==> src/hw/rtl/smm_pkg.sv <==
// ============================================================================
// smm_pkg
// Shared types and constants for the modulation matrix.
// ============================================================================
package smm_pkg;

    // Number of slot registers that the configuration port holds.
    localparam int MAX_SLOTS = 4;

    // Accumulator width: products are Q.26 and the worst-case sum of the
    // fixed routes and four slots stays well inside 34 signed bits.
    localparam int ACC_W   = 34;
    localparam int FRAC_W  = 13;
    localparam int OUT_W   = 24;
    localparam int DEST_N  = 4;

    localparam int OUT_MAX = 8388607;
    localparam int OUT_MIN = -8388608;

    // Fixed-route gains in units of 1/8192.
    localparam int K_ONE = 8192;
    localparam int K_005 = 410;
    localparam int K_010 = 819;
    localparam int K_025 = 2048;
    localparam int K_050 = 4096;
    localparam int ROUND_HALF = 4096;

    // Configuration register indexes.
    localparam logic [3:0] CFG_ROUTE_FIRST = 4'd0;
    localparam logic [3:0] CFG_DEPTH_FIRST = 4'd4;
    localparam logic [3:0] CFG_COUNT       = 4'd8;

    // Source codes. The last one selects a constant zero.
    localparam logic [2:0] SRC_VELOCITY   = 3'd0;
    localparam logic [2:0] SRC_PITCH_ENV  = 3'd1;
    localparam logic [2:0] SRC_FILTER_ENV = 3'd2;
    localparam logic [2:0] SRC_AMP_ENV    = 3'd3;
    localparam logic [2:0] SRC_LFO_FIRST  = 3'd4;
    localparam logic [2:0] SRC_LFO_SECOND = 3'd5;
    localparam logic [2:0] SRC_AFTERTOUCH = 3'd6;
    localparam logic [2:0] SRC_ZERO       = 3'd7;

    // Destination codes, which are also the accumulator lane numbers.
    localparam logic [1:0] DEST_PITCH  = 2'd0;
    localparam logic [1:0] DEST_CUTOFF = 2'd1;
    localparam logic [1:0] DEST_AMP    = 2'd2;
    localparam logic [1:0] DEST_PAN    = 2'd3;

    typedef struct packed {
        logic signed [15:0] note_velocity;
        logic signed [15:0] pitch_envelope;
        logic signed [15:0] filter_envelope;
        logic signed [15:0] amp_envelope;
        logic signed [15:0] lfo_first;
        logic signed [15:0] lfo_second;
        logic signed [15:0] after_touch;
    } smm_in_t;

    typedef struct packed {
        logic signed [OUT_W-1:0] pitch_amount;
        logic signed [OUT_W-1:0] cutoff_amount;
        logic signed [OUT_W-1:0] amp_amount;
        logic signed [OUT_W-1:0] pan_amount;
    } smm_out_t;

    typedef struct packed {
        logic       enable;
        logic [2:0] source;
        logic [1:0] dest;
    } smm_route_t;

    // What travels from one cell to the next: the sources and the four
    // running sums.
    typedef struct packed {
        smm_in_t                      src;
        logic [DEST_N-1:0][ACC_W-1:0] acc;
    } smm_stage_t;

    function automatic logic signed [15:0] src_select(smm_in_t s, logic [2:0] code);
        logic signed [15:0] v;
        v = '0;
        case (code)
            SRC_VELOCITY:   v = s.note_velocity;
            SRC_PITCH_ENV:  v = s.pitch_envelope;
            SRC_FILTER_ENV: v = s.filter_envelope;
            SRC_AMP_ENV:    v = s.amp_envelope;
            SRC_LFO_FIRST:  v = s.lfo_first;
            SRC_LFO_SECOND: v = s.lfo_second;
            SRC_AFTERTOUCH: v = s.after_touch;
            default:        v = '0;
        endcase
        return v;
    endfunction

endpackage

==> src/hw/rtl/smm_fixed_cell.sv <==
// ============================================================================
// smm_fixed_cell
// Head of the chain: forms the fixed routes and opens the four sums.
// ============================================================================
module smm_fixed_cell
(
    input  logic                clk,
    input  logic                rst_n,
    input  logic                up_valid,
    output logic                up_stall,
    input  smm_pkg::smm_in_t    up_data,
    output logic                down_valid,
    input  logic                down_stall,
    output smm_pkg::smm_stage_t down_data
);

    logic                valid_reg;
    smm_pkg::smm_stage_t data_reg;
    smm_pkg::smm_stage_t data_next;

    logic signed [14:0]               vel_clamped;
    logic signed [30:0]               amp_product;
    logic signed [smm_pkg::ACC_W-1:0] sum_pitch;
    logic signed [smm_pkg::ACC_W-1:0] sum_cutoff;
    logic signed [smm_pkg::ACC_W-1:0] sum_amp;
    logic signed [smm_pkg::ACC_W-1:0] sum_pan;

    // Velocity is held to 0..1.0 for the amp route only.
    always_comb
    begin
        if (up_data.note_velocity < 0)
            vel_clamped = '0;
        else if (up_data.note_velocity > 16'(smm_pkg::K_ONE))
            vel_clamped = 15'(smm_pkg::K_ONE);
        else
            vel_clamped = up_data.note_velocity[14:0];
    end

    assign amp_product = up_data.amp_envelope * vel_clamped;

    always_comb
    begin
        sum_pitch  = smm_pkg::ACC_W'(up_data.pitch_envelope) * smm_pkg::ACC_W'(smm_pkg::K_ONE)
                   + smm_pkg::ACC_W'(up_data.lfo_first) * smm_pkg::ACC_W'(smm_pkg::K_005);
        sum_cutoff = smm_pkg::ACC_W'(up_data.filter_envelope) * smm_pkg::ACC_W'(smm_pkg::K_ONE)
                   + smm_pkg::ACC_W'(up_data.note_velocity) * smm_pkg::ACC_W'(smm_pkg::K_025)
                   + smm_pkg::ACC_W'(up_data.lfo_first) * smm_pkg::ACC_W'(smm_pkg::K_010);
        sum_amp    = smm_pkg::ACC_W'(amp_product)
                   + smm_pkg::ACC_W'(up_data.lfo_second) * smm_pkg::ACC_W'(smm_pkg::K_005);
        sum_pan    = smm_pkg::ACC_W'(up_data.lfo_second) * smm_pkg::ACC_W'(smm_pkg::K_050);

        data_next.src                       = up_data;
        data_next.acc[smm_pkg::DEST_PITCH]  = sum_pitch;
        data_next.acc[smm_pkg::DEST_CUTOFF] = sum_cutoff;
        data_next.acc[smm_pkg::DEST_AMP]    = sum_amp;
        data_next.acc[smm_pkg::DEST_PAN]    = sum_pan;
    end

    assign up_stall = valid_reg && down_stall;

    always_ff @(posedge clk or negedge rst_n)
    begin
        if (!rst_n)
            valid_reg <= 1'b0;
        else if (!up_stall)
            valid_reg <= up_valid;
    end

    always_ff @(posedge clk)
    begin
        if (!up_stall && up_valid)
            data_reg <= data_next;
    end

    assign down_valid = valid_reg;
    assign down_data  = data_reg;

endmodule

==> config.mk <==
export PLATFORM = sky130hd
export DESIGN_NAME = smm_fixed_cell
export DESIGN_NICKNAME = d
export VERILOG_FILES = /design/src/hw/rtl/smm_pkg.sv /design/src/hw/rtl/smm_fixed_cell.sv
export SDC_FILE = /design/constraint.sdc
export NUM_CORES = 1
export LEC_CHECK = 0
export ABC_CLOCK_PERIOD_IN_PS = 16700
export BUFFER_PORTS_ARGS = -buffer_cell sky130_fd_sc_hd__buf_2
export CAP_MARGIN = 20
export CORE_MARGIN = 2
export CORE_UTILIZATION = 24
export DETAILED_ROUTE_END_ITERATION = 6
export GPL_ROUTABILITY_DRIVEN = 0
export PLACE_DENSITY_LB_ADDON = 0.2
export SLEW_MARGIN = 20
export SYNTH_ARGS = -nofsm -noshare
export SYNTH_HDL_FRONTEND = slang
export SYNTH_SLANG_ARGS = --single-unit
==> constraint.sdc <==
create_clock -name clk -period 16.7 [get_ports clk]
set_input_delay 3.34 -clock clk [delete_from_list [all_inputs] [get_ports clk]]
set_output_delay 3.34 -clock clk [all_outputs]
set_load 0.01 [all_outputs]
Word level (Yosys, flattened, before mapping)

Index checks and enable logic that the tools add are counted.

Register bits after elaboration: 231
Bits of input ports: 116
Output and inout port bits: 250
Logic and storage cells: 27

$add $sub $neg: 4
Multipliers: 4
Order comparisons: 2
Multiplexer cells: 2
Reduce and logical (&&, ||, !) cells: 3

Operators by type and width:

| operator                                                    | number |
|---|---|
| multiplier 16 x 9 -> 25 bit, second input constant          | 2 |
| adder 31 x 26 -> 32 bit                                     | 1 |
| adder 30 x 27 -> 31 bit                                     | 1 |
| multiplier 16 x 15 -> 31 bit                                | 1 |
| adder 29 x 26 -> 30 bit                                     | 1 |
| adder 29 x 27 -> 30 bit                                     | 1 |
| 2-to-1 mux 15 bit                                           | 2 |
| multiplier 16 x 11 -> 27 bit, second input constant         | 1 |
| > comparator 16 x 15 -> 1 bit, second input constant        | 1 |
| less-than comparator 16 x 1 -> 1 bit, second input constant | 1 |
| logical AND 1 bit                                           | 2 |
| logical NOT 1 bit                                           | 1 |

Longest topological paths before layout

Gate-level depths: netlist (run 1).

Depth after elaboration: 5
Depth in mapped cells: 36
Mapped depth without buffers: 36

Least setup slack after synthesis (run 1)

Ideal clock, no wire load.

Path kind: input to register
Start: input port down_stall
End: register data_reg (netlist bit down_data[100]), enable pin
Setup time: 0.788 ns
Arrival: 12.374 ns
Data required time: 15.912 ns
Path slack: 3.538 ns
Cell stages on the path: 2
Path buffers: 0
Cell sequence: and2_1 -> nor2b_1

Word-level cells in the longest chain between the ends: 3

Ends and longest elaborated chain:

| what                 | line                 | text |
|---|---|---|
| from (decl)          | smm_fixed_cell.sv:13 | `input logic down_stall,` |
| logical AND 1 bit    | smm_fixed_cell.sv:59 | `assign up_stall = valid_reg && down_stall;` |
| logical NOT 1 bit    | smm_fixed_cell.sv:71 | `if (!up_stall && up_valid)` |
| logical AND 1 bit    | smm_fixed_cell.sv:71 |  |
| to (signal assigned) | smm_fixed_cell.sv:72 | `data_reg <= data_next;` |
| to (decl)            | smm_fixed_cell.sv:18 | `smm_pkg::smm_stage_t data_reg;` |

No other way between the ends.
A chain may end at the register's enable or synchronous reset.

Worst setup path after layout (run 1)

Start: input port up_data[17] in the netlist's numbering
End: register data_reg (netlist bit down_data[100]), data pin

Word-level cells in the longest chain between the ends: 2

Ends and longest elaborated chain:

| what                        | line                 | text |
|---|---|---|
| from (decl)                 | smm_fixed_cell.sv:11 | `input smm_pkg::smm_in_t up_data,` |
| multiplier 16 x 9 -> 25 bit | smm_fixed_cell.sv:49 | `+ smm_pkg::ACC_W'(up_data.lfo_second) * smm_pkg::ACC_W'(smm_pkg::K_005);` |
| adder 31 x 26 -> 32 bit     | smm_fixed_cell.sv:49 |  |
| net sum_amp, one bit        | smm_fixed_cell.sv:25 | `logic signed [smm_pkg::ACC_W-1:0] sum_amp;` |

The timed path passes the listed nets, and every way through them passes these cells.

==> results of run 1 <==
[path summary, 6_finish.rpt]
kind | slack [ns] | cells after the start | endpoint | from
max in group asynchronous | 14.13 | 1 | down_valid$_DFFE_PN0N_ | rst_n
min in group asynchronous | 2.49 | 1 | down_valid$_DFFE_PN0N_ | rst_n
max | 5.53 | 36 | down_data[100]$_DFFE_PP_ | up_data[17]
max reg2reg | 14.03 | 4 | down_data[231]$_DFFE_PP_ | down_valid$_DFFE_PN0N_
min reg2reg | 0.70 | 2 | down_valid$_DFFE_PN0N_ | down_valid$_DFFE_PN0N_
min | 0.70 | 2 | down_valid$_DFFE_PN0N_ | down_valid$_DFFE_PN0N_
[area by class of cell]
type / count / share of cell area, %
multi-input cells: 1599 / 57.4
flip-flops and latches: 202 / 19.7
inverters: 627 / 7.65
well taps: 1476 / 6.01
repair buffers: 357 / 5.89
clock buffers: 36 / 2.58
clock inverters: 21 / 0.716
diodes: 3 / 0.0244
[worst reg2reg max path: cells and delay by family, from the launching register on]
| kind | cells | cell delay, ns |
|---|---|---|
| flip-flops | 1 | 0.37 |
| buffers and inverters | 2 | 1.49 |
| AND/OR/NAND/NOR | 2 | 0.34 |
[where the power goes]
group / switching [W] / internal [W] / total (W)
registers: 0.0000402 / 0.000946 / 0.000986
logic: 0.00309 / 0.00221 / 0.00531
clock network: 0.000279 / 0.000388 / 0.000667
[cell families (layout without fill, tap and decap cells)]
kind of cell	Yosys count	count (layout)	synth area share, %
xor gates and xnor gates	116	116	3.84
buffers and inverters	719	1041	10.9
adders and majority gates	757	757	47.8
muxes	8	8	0.326
AOI/OAI and AO/OA	242	242	5.93
DFF	202	202	22.9
and+or+nand+nor	447	447	8.35
other	2	32	0.0284
[routing by layer]
metal | GRT usage (%) | vias to the layer above
met4 | 3.08 | 14
met2 | 22.9 | 349
met5 | 0 | -
met1 | 15.9 | 8777
li1 | - | 8480
met3 | 2.01 | 84
[placed cells by master, fill, tap and decap left out, types with 6 or more instances in the layout]
cell type | netlist | routed
a211o_1 | 11 | 11
inv_1 | 627 | 627
nand2b_1 | 10 | 10
a21oi_1 | 81 | 80
o21bai_1 | 6 | 6
a21o_1 | 33 | 33
o211ai_1 | 6 | 6
xnor2_1 | 90 | 90
or2_2 | 10 | 10
nand3_1 | 19 | 19
fa_1 | 422 | 422
a211oi_1 | 8 | 8
conb_1 | 2 | 29
nor3_1 | 27 | 27
xor2_1 | 26 | 26
o21a_1 | 19 | 19
o21ai_0 | 33 | 33
ha_1 | 335 | 335
and3_1 | 96 | 96
and2_1 | 31 | 31
buf_2 | 0 | 352
clkbuf_16 | 0 | 31
a21boi_0 | 6 | 6
nor2b_1 | 20 | 19
nor2_1 | 54 | 53
nand2_1 | 161 | 161
edfxtp_1 | 201 | 201
[state kept, by name, indices dropped and copies added, names as in the netlist]
name	count
down_data	201
down_valid	1
[per-stage QoR]
stage	worst slack (ns)	util, %	total power [W]	cells
3_3_place_gp	4.89	27.2	0.00642	4261
6_report	5.53	28.2	0.00696	4321
3_5_place_dp	4.83	27.2	0.00639	4261
2_1_floorplan	3.54	-	0.00494	2520
5_1_grt	5.00	28.2	0.00782	4319
4_1_cts	5.51	28.2	0.00715	4318
==> flow_summary_export.csv, run 1 <==
group,metric,value,unit
status,status,"completed",
yosys,syn_area,26500,um2
global_routing,grt_max_degree,128,
placed_design,dpl_cell_area,29700,um2
routing,wl_per_cell,16.4,um
worst_setup_path,critPathTopFamily,"adder cells",
yosys,ys_seq_area_share,22.9,%
clock_tree,cts_sinks,202,
yosys,synth_top_area_share,31.9,%
timing,slew_violations,0,
yosys,syn-instance-count,2493,
worst_setup_path,cp-end-kind,"flop",
timing,layout_min_cycle_time,11.17,ns
timing,max_slew_margin,32.9,%
yosys,async_flop_share,0.495,%
clock_tree,cts_max_level,1,
worst_setup_path,worstSetupPathType,"in -> reg",
global_routing,grt_pass1_vias,19034,
worst_setup_path,crit_arrival,11.54,ns
yosys,yosysWarnings,0,
yosys,post-synth-top-count-cell,"inv_1",
final_layout,syn_to_final_growth,16.2,%
timing,min_period_over_period,66.9,%
timing,hold_ws,0.696,ns
timing,rsz0062_at_grt,"no",
routing,ant_nets,0,
global_routing,grt_pass1_wl,111000,um
placed_design,port-buffer-count,352,
final_layout,fillCellCount,11560,
floorplanning,die_area,113000,um2
worst_setup_path,cp_max_fo,6,
yosys,synth.largest_area_cell,"fa_1",
clock_tree,cts_tree,"done",
global_routing,grt.overflow.total,0,
global_routing,antenna_found_initial,12,
floorplanning,row_count,121,
worst_setup_path,slowest_stage,"fa_1",
yosys,synth_common_cells,"627 x inv_1, 422 x fa_1, 335 x ha_1",
routing,wl_met3,3330,um
floorplanning,core,109000,um2
routing,firstDrtPassIters,5,
yosys,syn_avg_cell_area,10.6,um2
timing,setup_violations,0,
clock_tree,clk_latency,0.64,ns
clock_tree,hold_buffers,0,
yosys,synth_edf_count,201,
clock_tree,cts_setup_buffers,0,
power,power_leakage,15.2,nW
yosys,synthTopCellsByArea,"fa_1 32%, edfxtp_1 23%, ha_1 16%, inv_1 8.9%, xnor2_1 3.0%",
worst_setup_path,critPathBufInv,9,
floorplanning,initial_core_util,24.2,%
power,ir_worst_vdd,0.237,mV
global_routing,grt_usage,12.8,%
worst_setup_path,start_kind,"input port",
timing,worst_pin_slew,1.01,ns
routing,routed_wirelength,70900,um
clock_tree,ctsResizeCount,0,
final_layout,drive_gt1_share,15.2,%
final_layout,multi_input_area,17700,um2
worst_setup_path,max_stage_delay,0.52,ns
final_layout,final_area,30700,um2
hold_path,hold_class,"reg -> reg",
worst_setup_path,critPathRequiredTime,17.07,ns
worst_setup_path,cp_common_cell,"inv_1",
timing,fin_skew,0.0240,ns
routing,viasPerCell,4.10,
yosys,synth_cell_types,62,
timing,tns,0,ns
power,power_density,226,nW/um2
floorplanning,io_pins,366,
routing,wl_met1,30300,um
yosys,ys.flop_type,"edfxtp_1",
floorplanning,die_w,336,um
final_layout,regArea,6060,um2
yosys,synth_seq_cells,202,
routing,met2_length,35500,um
clock_tree,cts_made_buffers,31,
floorplanning,die_h,336,um
timing,hold_violations,0,
routing,dr.max_layer_used,"met5",
job,drv_cap,0,
final_layout,layout.nets,3691,
placed_design,hpwl,58200,um
routing,drt_iter0_drc,620,
clock_tree,clkTransAtPathRegs,0.06,ns
timing,clock.fmax,89.5,MHz
routing,drc_errors,0,
clock_tree,cts_root_buffer,"clkbuf_16",
clock_tree,cts_buffer_depth,3,
routing,num_vias,17704,
(Power assumes the default switching activity.)
==> run 2: changes to the inputs <==
ABC_AREA = 1   (was unset)
ABC_CLOCK_PERIOD_IN_PS = 10200   (was 16700)
clock period = 10.2 ns   (was 16.7 ns; I/O delays follow)
==> run 2 against run 1 <==
  * Register-to-register slack worse by 5.6 ns
  * Final area grew 7.7%
  * Final cell count increased by 21%
  * Area after synthesis rose by 8.5%
  * Routed wire length rose by 24%
  * Critical path depth decreased by 10
  * Critical path type unchanged
  * Highest routed layer unchanged
==> flow_summary_export.csv, run 2 <==
group,metric,value,unit
worst_setup_path,start_kind,"input port",
clock_tree,ctsResizeCount,0,
clock_tree,clk_latency,0.62,ns
yosys,ys_seq_area_share,21.1,%
clock_tree,cts_sinks,202,
routing,drt_iter0_drc,979,
global_routing,grt.overflow.total,0,
final_layout,drive_gt1_share,12.2,%
timing,worst_pin_slew,1.00,ns
yosys,ys.flop_type,"edfxtp_1",
yosys,synthTopCellsByArea,"fa_1 29%, edfxtp_1 21%, ha_1 15%, inv_1 11%, nand2_1 8.6%",
timing,slew_violations,0,
timing,layout_min_cycle_time,8.71,ns
clock_tree,cts_setup_buffers,0,
final_layout,final_cell_mix,"854 x inv_1, 656 x nand2_1, 422 x fa_1",
worst_setup_path,cp-end-kind,"flop",
global_routing,antenna_found_initial,5,
floorplanning,die_area,122000,um2
routing,num_vias,21505,
clock_tree,cts_tree,"done",
yosys,async_flop_share,0.495,%
yosys,synth.largest_area_cell,"fa_1",
final_layout,final_common_cell,"inv_1",
clock_tree,hold_buffers,0,
clock_tree,cts_made_buffers,28,
floorplanning,row_count,126,
final_layout,layout.nets,4468,
timing,fin_skew,0.0168,ns
floorplanning,io_pins,366,
yosys,synth_edf_count,201,
timing,max_slew_margin,33.2,%
status,status,"completed",
worst_setup_path,critPathRequiredTime,10.57,ns
yosys,syn_avg_cell_area,8.84,um2
job,drv_cap,0,
yosys,synth_cell_types,36,
yosys,synth_seq_cells,202,
timing,setup_violations,0,
yosys,synth_top_area_share,29.4,%
global_routing,grt_pass1_wl,135000,um
routing,wl_per_cell,16.9,um
routing,firstDrtPassIters,5,
timing,rsz0062_at_grt,"no",
worst_setup_path,worstSetupPathType,"in -> reg",
hold_path,hold_class,"reg -> reg",
routing,routed_wirelength,88200,um
floorplanning,die_h,350,um
yosys,synth_common_cells,"854 x inv_1, 656 x nand2_1, 422 x fa_1",
clock_tree,cts_max_level,1,
floorplanning,core,118000,um2
yosys,syn-instance-count,3247,
timing,clock.fmax,115,MHz
clock_tree,cts_buffer_depth,3,
yosys,post-synth-top-count-cell,"inv_1",
clock_tree,clkTransAtPathRegs,0.06,ns
worst_setup_path,crit_arrival,9.08,ns
routing,ant_nets,0,
yosys,syn_area,28700,um2
yosys,yosysWarnings,0,
placed_design,hpwl,76200,um
final_layout,fillCellCount,12849,
timing,min_period_over_period,85.4,%
global_routing,grt_max_degree,137,
global_routing,grt_usage,14.7,%
final_layout,syn_to_final_growth,15.4,%
final_layout,largest_reg_flops,201,
timing,hold_violations,0,
clock_tree,cts_root_buffer,"clkbuf_16",
floorplanning,die_w,350,um
routing,drc_errors,0,
global_routing,grt_pass1_vias,22878,
timing,tns,0,ns
worst_setup_path,cp_max_fo,14,
routing,viasPerCell,4.12,
placed_design,port-buffer-count,352,
floorplanning,initial_core_util,24.2,%
## run 2: critical path: stages
cell and delay (ns):
buf_2 0.29, inv_2 0.29, o21ai_2 0.14, inv_1 0.13, nand2_2 0.42, nand3_1 0.34
inv_1 0.50, nand2_1 0.16, fa_1 0.59, inv_1 0.07, fa_1 0.48, fa_1 0.57
fa_1 0.43, fa_1 0.51, inv_1 0.05, fa_1 0.52, inv_1 0.05, ha_1 0.38
nand2_1 0.15, nor2_1 0.22, inv_1 0.09, nor2_1 0.25, and2_1 0.17, nand2_1 0.06
nand3_1 0.08, nand2_1 0.05
## run 2: layout make-up
class / count / area [um2] / area share (%)
multi-input combinational: 2137 / 19000 / 57.4
sequential: 202 / 6060 / 18.3
inverter: 863 / 3240 / 9.78
tap: 1600 / 2000 / 6.04
timing repair buffer: 363 / 1860 / 5.61
clock buffer: 33 / 719 / 2.17
clock inverter: 19 / 244 / 0.737
antenna: 1 / 2.50 / 0.00755
## run 2: metrics by stage
stage                     std cells  instance area, um2  utilization, %  hold slack, ns  setup slack, ns
after floorplan                3274               28800               -           0.525             2.07
after global placement         5165               32200            27.2           0.480            0.982
after detailed placement       5165               32200            27.2           0.484            0.926
after CTS                      5217               33100            28.0           0.498             1.59
after global routing           5217               33100            28.0           0.544             1.11
final                          5218               33100            28.0           0.492             1.49
## run 2: routing by layer
metal	vias up	GRT usage, %	share of wire (%)
met5	-	0	0.037
met4	4	3.99	3.0
met3	85	2.32	4.7
met2	469	26.5	50
met1	10459	17.9	42
li1	10488	-	-
## run 2: worst paths after layout
path / from / to / slack, ns / depth (start not counted)
worst max-delay path: up_data[111] / down_data[98]$_DFFE_PP_ / 1.49 / 26
max in group asynchronous: rst_n / down_valid$_DFFE_PN0N_ / 8.92 / 1
worst min-delay path: down_valid$_DFFE_PN0N_ / down_valid$_DFFE_PN0N_ / 0.49 / 2
min in group asynchronous: rst_n / down_valid$_DFFE_PN0N_ / 1.20 / 1
worst min register to register: down_valid$_DFFE_PN0N_ / down_valid$_DFFE_PN0N_ / 0.49 / 2
worst max register to register: down_valid$_DFFE_PN0N_ / down_data[190]$_DFFE_PP_ / 8.38 / 4
## run 2: kinds of logic after synthesis
logic type | count (synthesis) | share of synthesized area [%]
flops | 202 | 21.1
xor+xnor | 88 | 2.68
simple gates | 1101 | 16.1
other cells | 2 | 0.0262
compound gates | 162 | 2.93
buf+inv | 935 | 13.1
fa+ha+maj | 757 | 44.0
Power of run 2 is not shown: default switching activity piles up to over one toggle a cycle in this logic, so the estimate is an artifact.
==> run 3: changes to the inputs <==
ABC_CLOCK_PERIOD_IN_PS = 9200   (was 10200)
clock period = 9.2 ns   (was 10.2 ns; I/O delays follow)
==> run 3 against run 2 <==
  * First-iteration DRC count down 1.4%
  * Worst setup slack worse by 0.65 ns
  * Worst hold slack better by 0.0083 ns
  * Critical path depth up 8
==> flow_summary_export.csv, run 3 (synthesis gave the netlist of run 2 again) <==
group,metric,value,unit
status,status,"completed",
global_routing,met1_usage,18.0,%
floorplanning,row_count,126,
clock_tree,hold_buffers,0,
final_layout,drive_gt1_share,12.5,%
routing,drc_errors,0,
worst_setup_path,start_kind,"input port",
timing,slew_violations,0,
timing,clock.fmax,120,MHz
placed_design,port-buffer-count,352,
worst_setup_path,cp_max_fo,5,
floorplanning,die_area,122000,um2
global_routing,grt_max_degree,123,
global_routing,met2_usage,26.3,%
placed_design,hpwl,76600,um
hold_path,min_path_cells,2,
routing,drt_iter0_drc,965,
worst_setup_path,worstSetupPathType,"in -> reg",
final_layout,largest_reg_flops,201,
routing,firstDrtPassIters,5,
clock_tree,clk_latency,0.63,ns
timing,tns,0,ns
global_routing,grt_pass1_vias,23068,
clock_tree,cts_max_level,1,
routing,routed_wirelength,88400,um
clock_tree,cts_sinks,202,
clock_tree,cts_made_buffers,28,
floorplanning,io_pins,366,
final_layout,regArea,6060,um2
global_routing,antenna_found_initial,10,
hold_path,hold-path-endpoint,"down_valid$_DFFE_PN0N_",
worst_setup_path,cp_common_cell,"inv_1",
worst_setup_path,max_stage_delay,0.52,ns
job,drv_cap,0,
timing,hold_violations,0,
routing,viasPerCell,4.13,
global_routing,use_met3,2.28,%
global_routing,grt_usage,14.7,%
hold_path,hold_start,"down_valid$_DFFE_PN0N_",
worst_setup_path,rr_endpoint,"down_data[163]$_DFFE_PP_",
global_routing,grt.busiest_layer,"met2",
clock_tree,clkTransAtPathRegs,0.06,ns
timing,max_slew_margin,42.8,%
timing,rsz0062_at_grt,"no",
floorplanning,initial_core_util,24.2,%
floorplanning,core,118000,um2
floorplanning,die_h,350,um
clock_tree,cts_setup_buffers,0,
timing,fin_skew,0.0173,ns
timing,layout_min_cycle_time,8.37,ns
worst_setup_path,critPathRequiredTime,9.58,ns
final_layout,multi_input_area,19000,um2
worst_setup_path,cp-end-kind,"flop",
worst_setup_path,slowest_stage,"fa_1",
global_routing,grt.overflow.total,0,
clock_tree,cts_tree,"done",
timing,setup_violations,0,
final_layout,layout.nets,4480,
routing,wl_per_cell,16.9,um
final_layout,syn_to_final_growth,15.5,%
routing,ant_nets,0,
clock_tree,cts_root_buffer,"clkbuf_16",
clock_tree,cts_buffer_depth,3,
worst_setup_path,crit-reg2reg-launch,"down_valid$_DFFE_PN0N_",
floorplanning,die_w,350,um
clock_tree,ctsResizeCount,0,
worst_setup_path,rrSetupSlack,6.97,ns
worst_setup_path,reg2reg_depth,5,
final_layout,final_cell_mix,"854 x inv_1, 656 x nand2_1, 422 x fa_1",
worst_setup_path,crit_arrival,8.75,ns
final_layout,fillCellCount,12847,
timing,min_period_over_period,90.9,%
final_layout,final_common_cell,"inv_1",
timing,worst_pin_slew,0.859,ns
routing,num_vias,21575,
hold_path,hold_class,"reg -> reg",
global_routing,grt_pass1_wl,136000,um
==> run 3: cell count changes in the layout (fill, tap and decap cells not counted) <==
cell	before	now
inv_8	2	1
clkbuf_1	5	4
buf_4	10	22
clkinvlp_4	0	1
bufinv_16	4	2
inv_6	2	4
==> run 3: per-layer routing <==
layer	part of all wire (%)	vias to the layer above
met5	0.050	-
met1	42	10484
met3	4.8	100
met2	50	486
li1	-	10499
met4	3.5	6
==> run 3: worst max path at each step <==
stage	startpoint	to	slack, ns	depth (start not counted)
after floorplan	up_data[17]	down_data[100]$_DFFE_PP_	1.27	30
after global placement	up_data[17]	down_data[97]$_DFFE_PP_	0.02	34
after detailed placement	up_data[17]	down_data[97]$_DFFE_PP_	0.11	34
after CTS	up_data[17]	down_data[97]$_DFFE_PP_	0.79	34
after global routing	up_data[17]	down_data[98]$_DFFE_PP_	0.35	36
final	up_data[17]	down_data[97]$_DFFE_PP_	0.83	34
==> run 3: metrics by stage <==
step / setup slack, ns / std cells / utilization [%] / hold slack [ns] / instance area, um2
3_3_place_gp: 0.0194 / 5177 / 27.2 / 0.481 / 32200
6_report: 0.833 / 5229 / 28.0 / 0.500 / 33200
2_1_floorplan: 1.27 / 3274 / - / 0.525 / 28800
5_1_grt: 0.347 / 5228 / 28.0 / 0.536 / 33200
3_5_place_dp: 0.106 / 5177 / 27.2 / 0.488 / 32200
4_1_cts: 0.789 / 5228 / 28.0 / 0.504 / 33200
==> run 3: cell type report <==
cell class              count  area share, %
flip-flops and latches    202           18.3
inverters                 863           9.77
repair buffers            375           5.87
diodes                      1        0.00755
multi-input cells        2137           57.3
well taps                1600           6.04
clock buffers              32           2.16
clock inverters            19          0.596
==> run 3: critical path: cells and delay by family <==
family                   cells  cell delay (ns)
buffers and inverters       11             1.09
adder cells (fa/ha/maj)     11             3.88
AND/OR/NAND/NOR             10             1.20
AO/OA/AOI/OAI                1             0.33
XOR/XNOR                     1             0.37
Power of run 3 is left out for the same reason.
